### config.mk
export PLATFORM = sky130hd
export DESIGN_NAME = wildcard_pattern_matcher_unit_flat
export DESIGN_NICKNAME = d
export VERILOG_FILES = /design/src/design/wpm_pkg.sv /design/src/design/wpm_stream_if.sv /design/src/design/wildcard_pattern_matcher_unit.sv /design/src/flat_wrapper.sv
export SDC_FILE = /design/constraint.sdc
export NUM_CORES = 1
export LEC_CHECK = 0
export BUFFER_PORTS_ARGS = -buffer_cell sky130_fd_sc_hd__buf_2
export CAP_MARGIN = 20
export CORE_ASPECT_RATIO = 1.75
export CORE_UTILIZATION = 25
export DETAILED_ROUTE_END_ITERATION = 10
export SKIP_LAST_GASP = 1
export SLEW_MARGIN = 20
export SYNTH_ARGS = -nofsm -noshare
export SYNTH_HDL_FRONTEND = slang
export SYNTH_SLANG_ARGS = --single-unit
### constraint.sdc
create_clock -name clk -period 3 [get_ports clk]
set_input_delay 0.6 -clock clk [delete_from_list [all_inputs] [get_ports clk]]
set_output_delay 0.6 -clock clk [all_outputs]
set_load 0.005 [all_outputs]
### src/design/wpm_pkg.sv
// Package for the wildcard pattern matcher: item types, symbol codes and defaults.
// Has no dependencies; the matcher unit refers to it by scoped names.
package wpm_pkg;

    localparam int PATTERN_MAX_DEF = 64;

    localparam logic [7:0] SYM_STAR = 8'h2A;
    localparam logic [7:0] SYM_ANY  = 8'h3F;

    localparam logic OP_LOAD = 1'b0;
    localparam logic OP_FEED = 1'b1;

    typedef struct packed {
        logic       operation;
        logic [7:0] symbol;
        logic       first;
    } wpm_req_t;

    typedef struct packed {
        logic matched;
        logic pattern_overflow;
    } wpm_rsp_t;

endpackage

### src/design/wpm_stream_if.sv
// Valid/ready channel interface carrying one item per handshake.
// The payload type is a parameter; the matcher uses the item types of wpm_pkg.
interface wpm_stream_if #(
    parameter type payload_t = logic
);
    logic     valid;
    logic     ready;
    payload_t data;

    modport source (output valid, output data, input ready);
    modport sink   (input valid, input data, output ready);
endinterface

### src/design/wildcard_pattern_matcher_unit.sv
// Wildcard pattern matcher: an input register, one pass of match logic, a result register.
// An accepted item waits in the input register until the result register is free, then its result is registered.
// Throughput: one item per cycle unless the output side stalls; the column update is a parallel-prefix carry network.
// Reset (rst_n, asynchronous, active low) empties the pattern and the channels;
// the pattern symbol store itself is not cleared and is only read below the pattern length.
module wildcard_pattern_matcher_unit #(
    parameter int PATTERN_MAX = wpm_pkg::PATTERN_MAX_DEF
) (
    input  logic         clk,
    input  logic         rst_n,
    wpm_stream_if.sink   request,
    wpm_stream_if.source response
);

    // Length and count registers must hold PATTERN_MAX itself. The match column has
    // one bit for every pattern prefix, the empty prefix included, so it is indexed
    // by exactly the bits of the length.
    localparam int LEN_W = $clog2(PATTERN_MAX + 1);
    localparam int COL_W = PATTERN_MAX + 1;
    localparam int LVLS  = $clog2(COL_W);

    // Input stage: the accepted item waits here until the result register is free.
    wpm_pkg::wpm_req_t item_reg;
    logic              item_valid_reg;

    // Result stage.
    wpm_pkg::wpm_rsp_t rsp_reg;
    logic              rsp_valid_reg;

    // Pattern state.
    logic [7:0]       store_reg [PATTERN_MAX];
    logic [LEN_W-1:0] len_reg;
    logic [LEN_W-1:0] lsc_reg;
    logic             star_open_reg;
    logic             ovf_reg;
    logic [COL_W-1:0] col_reg;

    // Next values, applied when the item in the input stage moves on.
    logic [LEN_W-1:0] len_next;
    logic [LEN_W-1:0] lsc_next;
    logic             star_open_next;
    logic             ovf_next;
    logic [COL_W-1:0] col_next;
    logic             matched_next;

    logic             advance;
    logic             is_load;
    logic             full;
    logic             store_wr;
    logic [LEN_W-1:0] ld_len_base;
    logic [LEN_W-1:0] ld_lsc_base;
    logic             ld_open_base;
    logic             ld_ovf_base;
    logic             sym_is_star;
    logic [LEN_W-1:0] lsc_sel;
    logic [COL_W-1:0] empty_col;
    logic [COL_W-1:0] col_base;
    logic [COL_W-1:0] feed_col;

    // The item in the input stage moves on whenever the result register is empty
    // or its item is being taken in this cycle. A new item is accepted in the same
    // cycle, so items flow at one per cycle unless the output side stalls.
    assign advance       = item_valid_reg && (!rsp_valid_reg || response.ready);
    assign request.ready = !item_valid_reg || advance;

    assign response.valid = rsp_valid_reg;
    assign response.data  = rsp_reg;

    // Pattern load: a first symbol starts a new pattern before storing. A symbol
    // arriving when the store is already full is dropped and the overflow flag set.
    // The leading star count grows only while every stored symbol so far is a star.
    always_comb
    begin
        is_load      = item_reg.operation == wpm_pkg::OP_LOAD;
        sym_is_star  = item_reg.symbol == wpm_pkg::SYM_STAR;
        ld_len_base  = item_reg.first ? '0 : len_reg;
        ld_lsc_base  = item_reg.first ? '0 : lsc_reg;
        ld_open_base = item_reg.first ? 1'b1 : star_open_reg;
        ld_ovf_base  = item_reg.first ? 1'b0 : ovf_reg;
        full         = ld_len_base >= LEN_W'(PATTERN_MAX);
        store_wr     = advance && is_load && !full;

        if (is_load)
        begin
            len_next       = full ? ld_len_base : ld_len_base + LEN_W'(1);
            lsc_next       = (!full && ld_open_base && sym_is_star) ?
                             ld_lsc_base + LEN_W'(1) : ld_lsc_base;
            star_open_next = full ? ld_open_base : (ld_open_base && sym_is_star);
            ovf_next       = ld_ovf_base || full;
        end
        else
        begin
            len_next       = len_reg;
            lsc_next       = lsc_reg;
            star_open_next = star_open_reg;
            ovf_next       = ovf_reg;
        end
    end

    // Column for the empty text: every prefix made only of leading stars matches.
    // A load uses the star count after the load, a text restart the current one.
    always_comb
    begin
        lsc_sel = is_load ? lsc_next : lsc_reg;
        for (int i = 0; i < COL_W; i++)
        begin
            empty_col[i] = LEN_W'(i) <= lsc_sel;
        end
    end

    // Text symbol: column bit i becomes
    //   column[i-1] (old)      when pattern symbol i-1 equals the text symbol or is '?',
    //   column[i] (old) or new bit i-1 when pattern symbol i-1 is '*',
    //   zero otherwise.
    // The equality test comes first, so a star in the text facing a star in the
    // pattern consumes exactly one symbol. The star rule chains upwards through runs
    // of stars; this is a carry chain with generate g and propagate p, resolved by a
    // parallel-prefix network of LVLS levels. Bits beyond the pattern length are
    // forced to zero, and bit zero always clears after a text symbol.
    always_comb
    begin
        logic [COL_W-1:0] g_v;
        logic [COL_W-1:0] p_v;
        logic             act;
        logic             lit;
        logic             star;

        col_base = item_reg.first ? empty_col : col_reg;
        g_v      = '0;
        p_v      = '0;
        for (int i = 1; i < COL_W; i++)
        begin
            act    = LEN_W'(i) <= len_reg;
            lit    = (store_reg[i-1] == item_reg.symbol) ||
                     (store_reg[i-1] == wpm_pkg::SYM_ANY);
            star   = store_reg[i-1] == wpm_pkg::SYM_STAR;
            g_v[i] = act && (lit ? col_base[i-1] : (star && col_base[i]));
            p_v[i] = act && !lit && star;
        end
        for (int k = 0; k < LVLS; k++)
        begin
            g_v = g_v | (p_v & (g_v << (1 << k)));
            p_v = p_v & (p_v << (1 << k));
        end
        feed_col = g_v;
    end

    assign col_next     = is_load ? empty_col : feed_col;
    assign matched_next = col_next[len_next];

    // Control state and the pattern registers that reset clears.
    always_ff @(posedge clk or negedge rst_n)
    begin
        if (!rst_n)
        begin
            item_valid_reg <= 1'b0;
            rsp_valid_reg  <= 1'b0;
            len_reg        <= '0;
            lsc_reg        <= '0;
            star_open_reg  <= 1'b1;
            ovf_reg        <= 1'b0;
            col_reg        <= COL_W'(1);
        end
        else
        begin
            if (request.valid && request.ready)
            begin
                item_valid_reg <= 1'b1;
            end
            else if (advance)
            begin
                item_valid_reg <= 1'b0;
            end

            if (advance)
            begin
                rsp_valid_reg <= 1'b1;
                len_reg       <= len_next;
                lsc_reg       <= lsc_next;
                star_open_reg <= star_open_next;
                ovf_reg       <= ovf_next;
                col_reg       <= col_next;
            end
            else if (response.ready)
            begin
                rsp_valid_reg <= 1'b0;
            end
        end
    end

    // Payload registers and the symbol store carry no reset.
    always_ff @(posedge clk)
    begin
        if (request.valid && request.ready)
        begin
            item_reg <= request.data;
        end
        if (advance)
        begin
            rsp_reg.matched          <= matched_next;
            rsp_reg.pattern_overflow <= ovf_next;
        end
        for (int i = 0; i < PATTERN_MAX; i++)
        begin
            if (store_wr && ld_len_base == LEN_W'(i))
            begin
                store_reg[i] <= item_reg.symbol;
            end
        end
    end

    // The stored length never exceeds the capacity of the store.
    a_len_bound: assert property (@(posedge clk) disable iff (!rst_n)
        len_reg <= LEN_W'(PATTERN_MAX))
        else $error("pattern length beyond capacity");

    // Leading stars are part of the stored pattern, so they never outnumber it.
    a_lsc_bound: assert property (@(posedge clk) disable iff (!rst_n)
        lsc_reg <= len_reg)
        else $error("leading star count exceeds pattern length");

    // Symbols are only dropped once the store is full.
    a_ovf_full: assert property (@(posedge clk) disable iff (!rst_n)
        ovf_reg |-> len_reg == LEN_W'(PATTERN_MAX))
        else $error("overflow flagged with room in the store");

    // The matcher state moves only when an item passes into the result register.
    a_hold_state: assert property (@(posedge clk) disable iff (!rst_n)
        !advance |=> $stable(col_reg) && $stable(len_reg))
        else $error("match state changed without an item moving on");

endmodule
### src/flat_wrapper.sv
// flat-port wrapper written by rule: the top's interface ports become plain ports
module wildcard_pattern_matcher_unit_flat 
#(
    parameter int PATTERN_MAX = wpm_pkg::PATTERN_MAX_DEF
)
  (clk, rst_n, request_valid, request_data, request_ready, response_valid, response_data, response_ready);
  wpm_stream_if request_i ();
  wpm_stream_if response_i ();
  input  logic clk;
  input  logic rst_n;
  input wire logic [$bits(request_i.valid)-1:0] request_valid;
  input wire logic [$bits(request_i.data)-1:0] request_data;
  output wire logic [$bits(request_i.ready)-1:0] request_ready;
  output wire logic [$bits(response_i.valid)-1:0] response_valid;
  output wire logic [$bits(response_i.data)-1:0] response_data;
  input wire logic [$bits(response_i.ready)-1:0] response_ready;
  assign request_i.valid = request_valid;
  assign request_i.data = request_data;
  assign request_ready = request_i.ready;
  assign response_valid = response_i.valid;
  assign response_data = response_i.data;
  assign response_i.ready = response_ready;
  wildcard_pattern_matcher_unit #(.PATTERN_MAX(PATTERN_MAX)) u_core (.clk(clk), .rst_n(rst_n), .request(request_i), .response(response_i));
endmodule
[Yosys cells after proc, flatten, opt, wreduce, memory -nomap -nowiden]
Cells that the tools add are included.
Word-level totals
  bits in registers: 12
  bits of input ports: 5
Cells by class
  $add $sub $neg: 1
  order comparisons: 1
  mux-type cells: 7
  reductions and logical operators: 9
Operators with widths (count)
  $mux 7: 2
  $add 7x1->7 const B: 1
  $ge 7x7->1 const B: 1
  $mux 1: 5
  $reduce_bool 2->1: 2
  $logic_or 1x1->1: 3
  $logic_and 1x1->1: 2
  $logic_not 1->1: 2

[Depth between registers and ports, before layout]
Gate-level depths: netlist of the first run.
  word-level depth: 6
  depth in mapped cells: 5
  gate-level depth less buffers: 5

[Worst setup path after synthesis of the first run]
No wires, ideal clock.
  path type: input to register
  start point: input response_ready
  end point: register u_core.len_reg[5]
  library setup time: 0.126 ns
  data arrival time: 1.285 ns
  setup slack: 1.589 ns
  cell stages on the path: 5
  path buffers: 1
  cell sequence: nand2b_4 -> nand2_2 -> buf_4 -> nor3_1 -> a221o_1
On the way
  word-level cells in the longest chain between the ends: 2
Ends and longest elaborated chain
  from (decl): line flat_wrapper.sv:16  | input wire logic [$bits(response_i.ready)-1:0] response_ready;
  $logic_or 1x1->1: line wildcard_pattern_matcher_unit.sv:63  | assign advance = item_valid_reg && (!rsp_valid_reg || response.ready);
  $logic_and 1x1->1: line wildcard_pattern_matcher_unit.sv:63
  to (signal assigned): line wildcard_pattern_matcher_unit.sv:178  | len_reg <= len_next;
  to (decl): line wildcard_pattern_matcher_unit.sv:32  | logic [LEN_W-1:0] len_reg;
No other way between the ends.
A chain may end at the register's enable or synchronous reset.

[Worst setup path after layout of the first run]
  start point: input response_ready
  end point: output request_ready
On the way
  word-level cells in the longest chain between the ends: 3
Ends and longest elaborated chain
  $logic_or 1x1->1: line wildcard_pattern_matcher_unit.sv:63
  $logic_and 1x1->1: line wildcard_pattern_matcher_unit.sv:63
  $logic_or 1x1->1: line wildcard_pattern_matcher_unit.sv:64  | assign request.ready = !item_valid_reg || advance;
  to (decl): line flat_wrapper.sv:13  | output wire logic [$bits(request_i.ready)-1:0] request_ready;
No other way between the ends.

==> results of run 1 <==
## critical path, delay by kind of cell
| family | cells | cell delay (ps) |
|---|---|---|
| AND/OR/NAND/NOR | 1 | 170 |
| buffers and inverters | 2 | 240 |
## power by group
part | switching [uW] | internal (uW)
Combinational | 44.5 | 55.0
Clock | 54.6 | 88.1
Sequential | 44.0 | 201
## metrics by stage
step | hold slack [ps] | worst slack, ps | total power (uW) | instances
3_3_place_gp | 480.7 | 1374 | 343.1 | 88
6_report | 219.5 | 1384 | 487.8 | 91
4_1_cts | 218.8 | 1374 | 494.4 | 91
5_1_grt | 226.6 | 1353 | 518.6 | 91
2_1_floorplan | 304.4 | 1589 | 318.5 | 58
3_5_place_dp | 481.3 | 1326 | 345.9 | 88
## routing by layer
metal / routed length (um) / vias up
met4: 38 / 0
li1: - / 225
met5: 0 / -
met2: 567 / 14
met3: 26 / 5
met1: 482 / 211
## cell families after synthesis
| group | after synthesis | share of synthesized area, % |
|---|---|---|
| compound gates | 9 | 11.89 |
| fa+ha+maj | 1 | 2.049 |
| buf+inv | 3 | 2.663 |
| flops | 12 | 50.82 |
| mux | 2 | 3.688 |
| simple gates | 31 | 28.90 |
## layout make-up
cell class / count / share of cell area, %
clock buffers: 3 / 5.851
inverters: 1 / 0.5319
multi-input cells: 43 / 40.25
flip-flops and latches: 12 / 43.97
well taps: 25 / 4.433
repair buffers: 7 / 4.965
## worst paths after layout
check	from	to	cells past startpoint
setup / recovery	response_ready	request_ready	3
hold / removal	rst_n	u_core.response.valid$_DFFE_PN0P_	1
setup reg to reg	u_core.response.valid$_DFFE_PN0P_	u_core.len_reg[2]$_DFFE_PN0P_	4
hold reg to reg	u_core.ovf_reg$_DFFE_PN0P_	u_core.ovf_reg$_DFFE_PN0P_	1
max in group asynchronous	rst_n	u_core.len_reg[6]$_DFFE_PN0P_	1
min in group clk	u_core.ovf_reg$_DFFE_PN0P_	u_core.ovf_reg$_DFFE_PN0P_	1
## synth_stat cells (all sizes together) (2+ instances only)
master and instances:
o21ai 3, dfrtp 10, a221o 2, nand2 6, nor2 6, nor2b 3, nand3 2, nand2b 5
buf 2, mux2 2, edfxtp 2
==> results.yml, run 1 <==
global_routing:
  grt_usage_pct: 9.701
  gr-usage-met1_pct: 9.792
  antenna_found_initial: 0
  grt_pass1_vias: 387
  met3_usage_pct: 1.974
  grt_overflow: 0
  grt_pass1_wl_mm: 1.662
  grt-busiest-layer: "met2"
  grt_start_max_net_pins: 13
  use_met2_pct: 15.63
yosys:
  syn-cell-area_um2: 610.6
  ys_seq_area_share_pct: 50.82
  syn_inst: 58
  synth_edf_count: 2
  ys_ff_latch: 12
  yosysUniqueCellTypes: 30
  yosysTopAreaCell: "dfrtp_1"
  syn-num-nets: 64
  ys_warn_count: 0
  ys_top_cells_by_area: "dfrtp_1 (41%), edfxtp_1 (9.8%), nand2b_1 (4.1%)"
  syn_area_per_cell_um2: 10.53
  synth-main-ff-cell: "dfrtp_1"
  async_reset_ff_share_pct: 83.33
  yosys.area.top_type_share_pct: 40.98
drt:
  drt-wirelength-per-cell_um: 12.25
  via_per_inst: 5.000
  drt_iter0_markers: 18
  dr_total_vias: 455
  wirelength_mm: 1.115
  drtPass1Iterations: 4
  drc: 0
  ant_nets: 0
finish:
  largest_reg_flops: 7
  drive_gt1_share_pct: 22.73
  final_common_cell: "dfrtp_1"
  fillers: 241
  post-route-util_pct: 30.65
  n_antenna_cell: 0
  seq_area_um2: 310.3
  stdcell_area_um2: 705.7
  syn2layout_area_growth_pct: 15.57
  layout_common_cells: "dfrtp_1 (10), buf_2 (7), nor2_1 (6)"
  multi_input_area_um2: 284.0
  nets: 74
setup_path:
  crit_path_start_kind: "input port"
  max_stage_delay_ps: 170
  r2r_setup_slack_ps: 1620
  required_ps: 2400
  crit_top_cell: "buf_2"
  path_class: "in2out"
  crit_arrival_ps: 1020
  crit_chain: "buf_2 > nand3b_1 > buf_2"
  endpoint_kind: "output pin"
  worstPathMaxFanout: 3
  cp_slowest_cell: "nand3b_1"
place:
  hpwl_um: 791.3
  dpl_cell_area_um2: 664.4
  globalplace.congestion: 0.7659
  io_buffers: 7
pwr:
  p_per_area_mw_per_mm2: 691.2
  peakVddDrop_mv: 0.2545
  p_leak_uw: 0.0002880
clock_tree:
  h-tree-depth: 1
  ctsHoldBuffers: 0
  post_cts_buffers: 0
  tritoncts: "yes"
  cts.path.max_buffers: 2
  cts_root_buf: "clkbuf_8"
  cts_resized: 0
  clkTransAtPathRegs_ps: 50
  cts_sinks: 12
  numCtsBuffers: 3
  insertion_delay_ps: 240
floorplan:
  core_mm2: 0.002302
  die_w_um: 39.36
  rows: 23
  die_area_mm2: 0.002652
  initial_core_util_pct: 26.52
  ios: 8
  die_h_um: 67.38
timing:
  relSlewSlack_pct: 73.35
  rsz0062_at_grt: "false"
  drv_slew: 0
  finalCritPeriodShare_pct: 53.87
  hold_violations: 0
  finalCriticalPeriod_ps: 1616
  tns_ps: 0
  finalSetupViolCount: 0
  worst_pin_slew_ps: 399.8
  fin_skew_ps: 4.110
  max_freq_mhz: 618.8
run_status:
  status: "finished clean"
worst_hold_path:
  worst_hold_path_type: "in2async"
flow_run:
  cap_violations: 0
No activity file was read; power rests on OpenSTA's default activity.
==> run 2: changes to the inputs <==
Clock period 3 ns to 1.5 ns, I/O delays scaled along.
==> run 2 against run 1 <==
Clock skew decreased by 2.0 ps. First-iteration DRC count increased by 17%. Clock power increased to 2.5 times the previous value. Sequential cell count unchanged. Hold slack improved by 15 ps. Highest routed layer unchanged. Die area unchanged. Clock-buffer cell count increased by 1. Routed wire length increased by 7.9%.
==> results.yml, run 2 (synthesis results as in run 1) <==
run_status:
  status: "finished clean"
floorplan:
  die_area_mm2: 0.002652
  rows: 23
  ios: 8
  core_mm2: 0.002302
  initial_core_util_pct: 26.52
  die_w_um: 39.36
  die_h_um: 67.38
worst_hold_path:
  worst_hold_path_type: "in2reg"
pwr:
  peakVddDrop_mv: 0.6374
  p_per_area_mw_per_mm2: 1441
  p_leak_uw: 0.0003042
drt:
  dr_total_vias: 471
  wl_met2_um: 680
  met1_length_um: 480
  drt-wirelength-per-cell_um: 12.80
  wl_met3_um: 26
  top_layer_used: "met4"
  wirelength_mm: 1.203
  drtPass1Iterations: 4
  drc: 0
  via_per_inst: 5.011
  ant_nets: 0
  drt_iter0_markers: 21
clock_tree:
  cts_resized: 0
  cts_sinks: 12
  insertion_delay_ps: 240
  clkTransAtPathRegs_ps: 60
  numCtsBuffers: 3
  cts_root_buf: "clkbuf_8"
  tritoncts: "yes"
  ctsHoldBuffers: 1
  h-tree-depth: 1
  post_cts_buffers: 0
  cts.path.max_buffers: 2
global_routing:
  antenna_found_initial: 0
  grt_pass1_vias: 444
  grt_usage_pct: 10.87
  grt_start_max_net_pins: 13
  grt_overflow: 0
  grt_pass1_wl_mm: 1.966
timing:
  tns_ps: 0
  setup_ws_ps: 150.6
  hold_violations: 0
  finalSetupViolCount: 0
  drv_slew: 0
  worst_pin_slew_ps: 330.1
  relSlewSlack_pct: 77.70
  finalCriticalPeriod_ps: 1349
  finalCritPeriodShare_pct: 89.96
  fin_skew_ps: 2.158
  hold_ws_ps: 234.1
  rsz0062_at_grt: "false"
  max_freq_mhz: 741.1
finish:
  largest_reg_flops: 7
  layoutNonFillerInstCount: 94
  syn2layout_area_growth_pct: 20.70
  n_antenna_cell: 0
  layout_common_cells: "dfrtp_1 (10), buf_2 (7), nor2_1 (6)"
  final_common_cell: "dfrtp_1"
  nets: 76
  stdcell_area_um2: 737.0
  fillers: 250
  drive_gt1_share_pct: 24.64
setup_path:
  cp_slowest_cell: "dfrtp_1"
  worstPathMaxFanout: 12
  path_class: "reg2reg"
  endpoint_kind: "flop"
  max_stage_delay_ps: 420
  crit_arrival_ps: 1500
  crit_path_start_kind: "flop"
  crit_chain: "nand2b_4 > nand2_2 > or3_1 > o311ai_2"
  required_ps: 1650
place:
  io_buffers: 7
  dpl_cell_area_um2: 671.9
  hpwl_um: 919.2
  dp_slack_ps: 147.6
  globalplace.congestion: 0.7975
  placedCellCount: 89
flow_run:
  cap_violations: 0
run 2: changes by cell type in the layout (fill, tap and decap cells not counted), sizes merged:
| cell | previous run | this run |
|---|---|---|
| dlygate4sd3 | 0 | 1 |
| clkbuf | 3 | 4 |
| buf | 7 | 8 |
run 2: power breakdown:
group / total (uW) / internal, uW / switching, uW / leakage (uW)
Combinational: 209 / 114 / 94.7 / 0.000132
Clock: 359 / 232 / 127 / 0.0000288
Sequential: 494 / 402 / 92.1 / 0.000143
Total: 1060 / 748 / 314 / 0.000304
run 2: layer usage:
layer / track usage [%] / vias to the layer above
met5: 0 / -
li1: - / 229
met3: 1.974 / 2
met2: 18.33 / 11
met4: 5.172 / 0
met1: 12.68 / 229
run 2: path summary, 6_finish.rpt:
| check | from | endpoint | slack (ps) | cells past startpoint |
|---|---|---|---|---|
| setup / recovery | u_core.response.valid$_DFFE_PN0P_ | u_core.len_reg[2]$_DFFE_PN0P_ | 150 | 4 |
| hold / removal | request_data | u_core.item_reg[0]$_DFFE_PP_ | 230 | 1 |
| setup reg to reg | u_core.response.valid$_DFFE_PN0P_ | u_core.len_reg[2]$_DFFE_PN0P_ | 150 | 4 |
| hold reg to reg | u_core.ovf_reg$_DFFE_PN0P_ | u_core.ovf_reg$_DFFE_PN0P_ | 520 | 1 |
| max in group asynchronous | rst_n | u_core.item_valid_reg$_DFFE_PN0P_ | 850 | 2 |
| min in group asynchronous | rst_n | u_core.len_reg[0]$_DFFE_PN0P_ | 450 | 2 |
run 2: cell type report:
class	count	area [um^2]	area share, %
Inverter	1	3.754	0.5093
Timing Repair Buffer	9	52.55	7.131
Sequential cell	12	310.3	42.11
Clock buffer	4	55.05	7.470
Multi-Input combinational cell	43	284.0	38.54
Tap cell	25	31.28	4.244
run 2: metrics by stage:
stage	utilization [%]	total power (uW)
after floorplan	-	637.0
after global placement	29.18	690.3
after detailed placement	29.18	707.2
after CTS	32.01	1066
after global routing	32.01	1112
final	32.01	1062
run 2: critical path, delay by kind of cell, from the launching register on:
family / cells / cell delay (ps)
and+or+nand+nor: 3 / 630
AOI/OAI and AO/OA: 1 / 210
DFF: 1 / 420
==> run 3: changes to the inputs <==
Settings changed: BUFFER_PORTS_ARGS -buffer_cell sky130_fd_sc_hd__buf_2 to not set, DONT_BUFFER_PORTS set to 1.
==> run 3 against run 2 <==
Power shrank 8.3%. Routed wire length is 12% lower. Largest cell class unchanged. First-iteration DRC count is 43% lower. Final area fell by 6.6%. Sequential power down 1%. Highest routed layer unchanged. Die area did not move. Sequential cell count unchanged. Critical endpoint unchanged. Clock-buffer cell count is 1 lower. Global-route usage shrank 0.53 points. Register-to-register slack got worse by 30 ps. Clock skew grew 1.9 ps. Largest power group unchanged. Non-clock buffer count is 7 lower.
==> results.yml, run 3 (synthesis results as in run 1) <==
global_routing:
  grt_pass1_vias: 430
  grt_overflow: 0
  grt_usage_pct: 10.34
  grt_start_max_net_pins: 13
  grt_pass1_wl_mm: 1.773
  antenna_found_initial: 0
setup_path:
  crit_chain: "nand2b_4 > nand2_2 > or3_1 > o311ai_2"
  cp_slowest_cell: "dfrtp_1"
  endpoint_kind: "flop"
  timing.rr.start: "u_core.response.valid$_DFFE_PN0P_"
  path_class: "reg2reg"
  max_stage_delay_ps: 430
  required_ps: 1640
  worstPathMaxFanout: 12
  crit_path_start_kind: "flop"
  crit_family: "simple AND/OR/NAND/NOR gates"
  crit_start: "u_core.response.valid$_DFFE_PN0P_"
  cp_num_buf_inv: 0
  crit_arrival_ps: 1520
run_status:
  status: "finished clean"
drt:
  ant_nets: 0
  drt_iter0_markers: 12
  drt-wirelength-per-cell_um: 12.33
  wirelength_mm: 1.060
  drc: 0
  dr_total_vias: 442
  via_per_inst: 5.140
  drtPass1Iterations: 4
timing:
  tns_ps: 0
  fin_skew_ps: 4.015
  hold_violations: 0
  finalSetupViolCount: 0
  rsz0062_at_grt: "false"
  finalCritPeriodShare_pct: 91.79
  drv_slew: 0
  relSlewSlack_pct: 69.15
  max_freq_mhz: 726.3
  worst_pin_slew_ps: 461.2
  finalCriticalPeriod_ps: 1377
  setup_ws_ps: 123.2
finish:
  drive_gt1_share_pct: 14.75
  final_common_cell: "dfrtp_1"
  layout_common_cells: "dfrtp_1 (10), nor2_1 (6), nand2_1 (5)"
  post-route-util_pct: 29.89
  syn2layout_area_growth_pct: 12.70
  largest_reg_flops: 7
  nets: 69
  n_antenna_cell: 0
worst_hold_path:
  hp-start: "request_data"
  worst_hold_path_type: "in2reg"
pwr:
  peakVddDrop_mv: 0.6047
  p_sw_uw: 287.9
  power_frac_comb_pct: 20.0
  p_int_uw: 686.2
  p_leak_uw: 0.0002708
  p_per_area_mw_per_mm2: 1416
  clockPowerShare_pct: 29.8
  p_sw_share_pct: 29.56
  pwr-share-seq_pct: 50.2
place:
  globalplace.congestion: 0.7219
  hpwl_um: 736.1
  io_buffers: 0
  dp_slack_ps: 151.3
clock_tree:
  cts_root_buf: "clkbuf_8"
  clkTransAtPathRegs_ps: 50
  cts_resized: 0
  tritoncts: "yes"
  cts.path.max_buffers: 2
  cts_sinks: 12
  numCtsBuffers: 3
  insertion_delay_ps: 240
  h-tree-depth: 1
floorplan:
  rows: 23
  core_mm2: 0.002302
  die_h_um: 67.38
  ios: 8
  die_area_mm2: 0.002652
  die_w_um: 39.36
  initial_core_util_pct: 26.52
flow_run:
  cap_violations: 0
==> run 3: cell types whose count changed in the layout (fill, tap and decap cells not counted) <==
cell,previous run,this run
buf_2,7,0
clkbuf_8,4,3
==> run 3: layout make-up <==
class                      count  area, um^2
multi-input combinational     43       284.0
inverter                       1       3.754
fill                         244        1614
timing repair buffer           2       17.52
tap                           25       31.28
clock buffer                   3       41.29
sequential                    12       310.3
==> run 3: repair_timing <==
action | in CTS | in global routing
setup buffers | 0 | 0
hold buffers | 1 | 0
endpoints found under the hold margin | 10 | 0
==> run 3: routing by layer <==
layer / vias to the layer above / part of all wire [%] / track usage, % / wire (um)
met1: 209 / 39 / 11.44 / 417
met4: 0 / 4.3 / 10.34 / 46
met5: - / 0 / 0 / 0
met2: 14 / 52 / 16.04 / 552
li1: 214 / - / - / -
met3: 5 / 4.2 / 0.9868 / 44
==> run 3: power by group through the flow <==
stage	Clock, uW	Combinational (uW)	Sequential [uW]
after floorplan	0	169	468
after global placement	0	183	494
after detailed placement	0	185	493
after CTS	300	195	487
after global routing	314	223	505
final	290	195	489
==> run 3: final timing paths <==
kind,to,slack [ps],depth (start not counted)
worst max-delay path,u_core.len_reg[2]$_DFFE_PN0P_,120,4
max in group asynchronous,u_core.len_reg[2]$_DFFE_PN0P_,740,1
worst min register to register,u_core.ovf_reg$_DFFE_PN0P_,510,1
worst max register to register,u_core.len_reg[2]$_DFFE_PN0P_,120,4
worst min-delay path,u_core.item_reg[0]$_DFFE_PP_,150,0
min in group asynchronous,u_core.response.valid$_DFFE_PN0P_,450,1
==> run 3: per-stage QoR <==
stage / cell area (um^2) / instances / power (uW) / hold slack [ps]
3_3_place_gp: 636.9 / 82 / 677.6 / 4.695
5_1_grt: 688.2 / 86 / 1041 / 144.2
6_report: 688.2 / 86 / 974.1 / 150.8
3_5_place_dp: 636.9 / 82 / 677.5 / 4.653
4_1_cts: 688.2 / 86 / 982.2 / 145.9
2_1_floorplan: 610.6 / 58 / 637.0 / 4.409
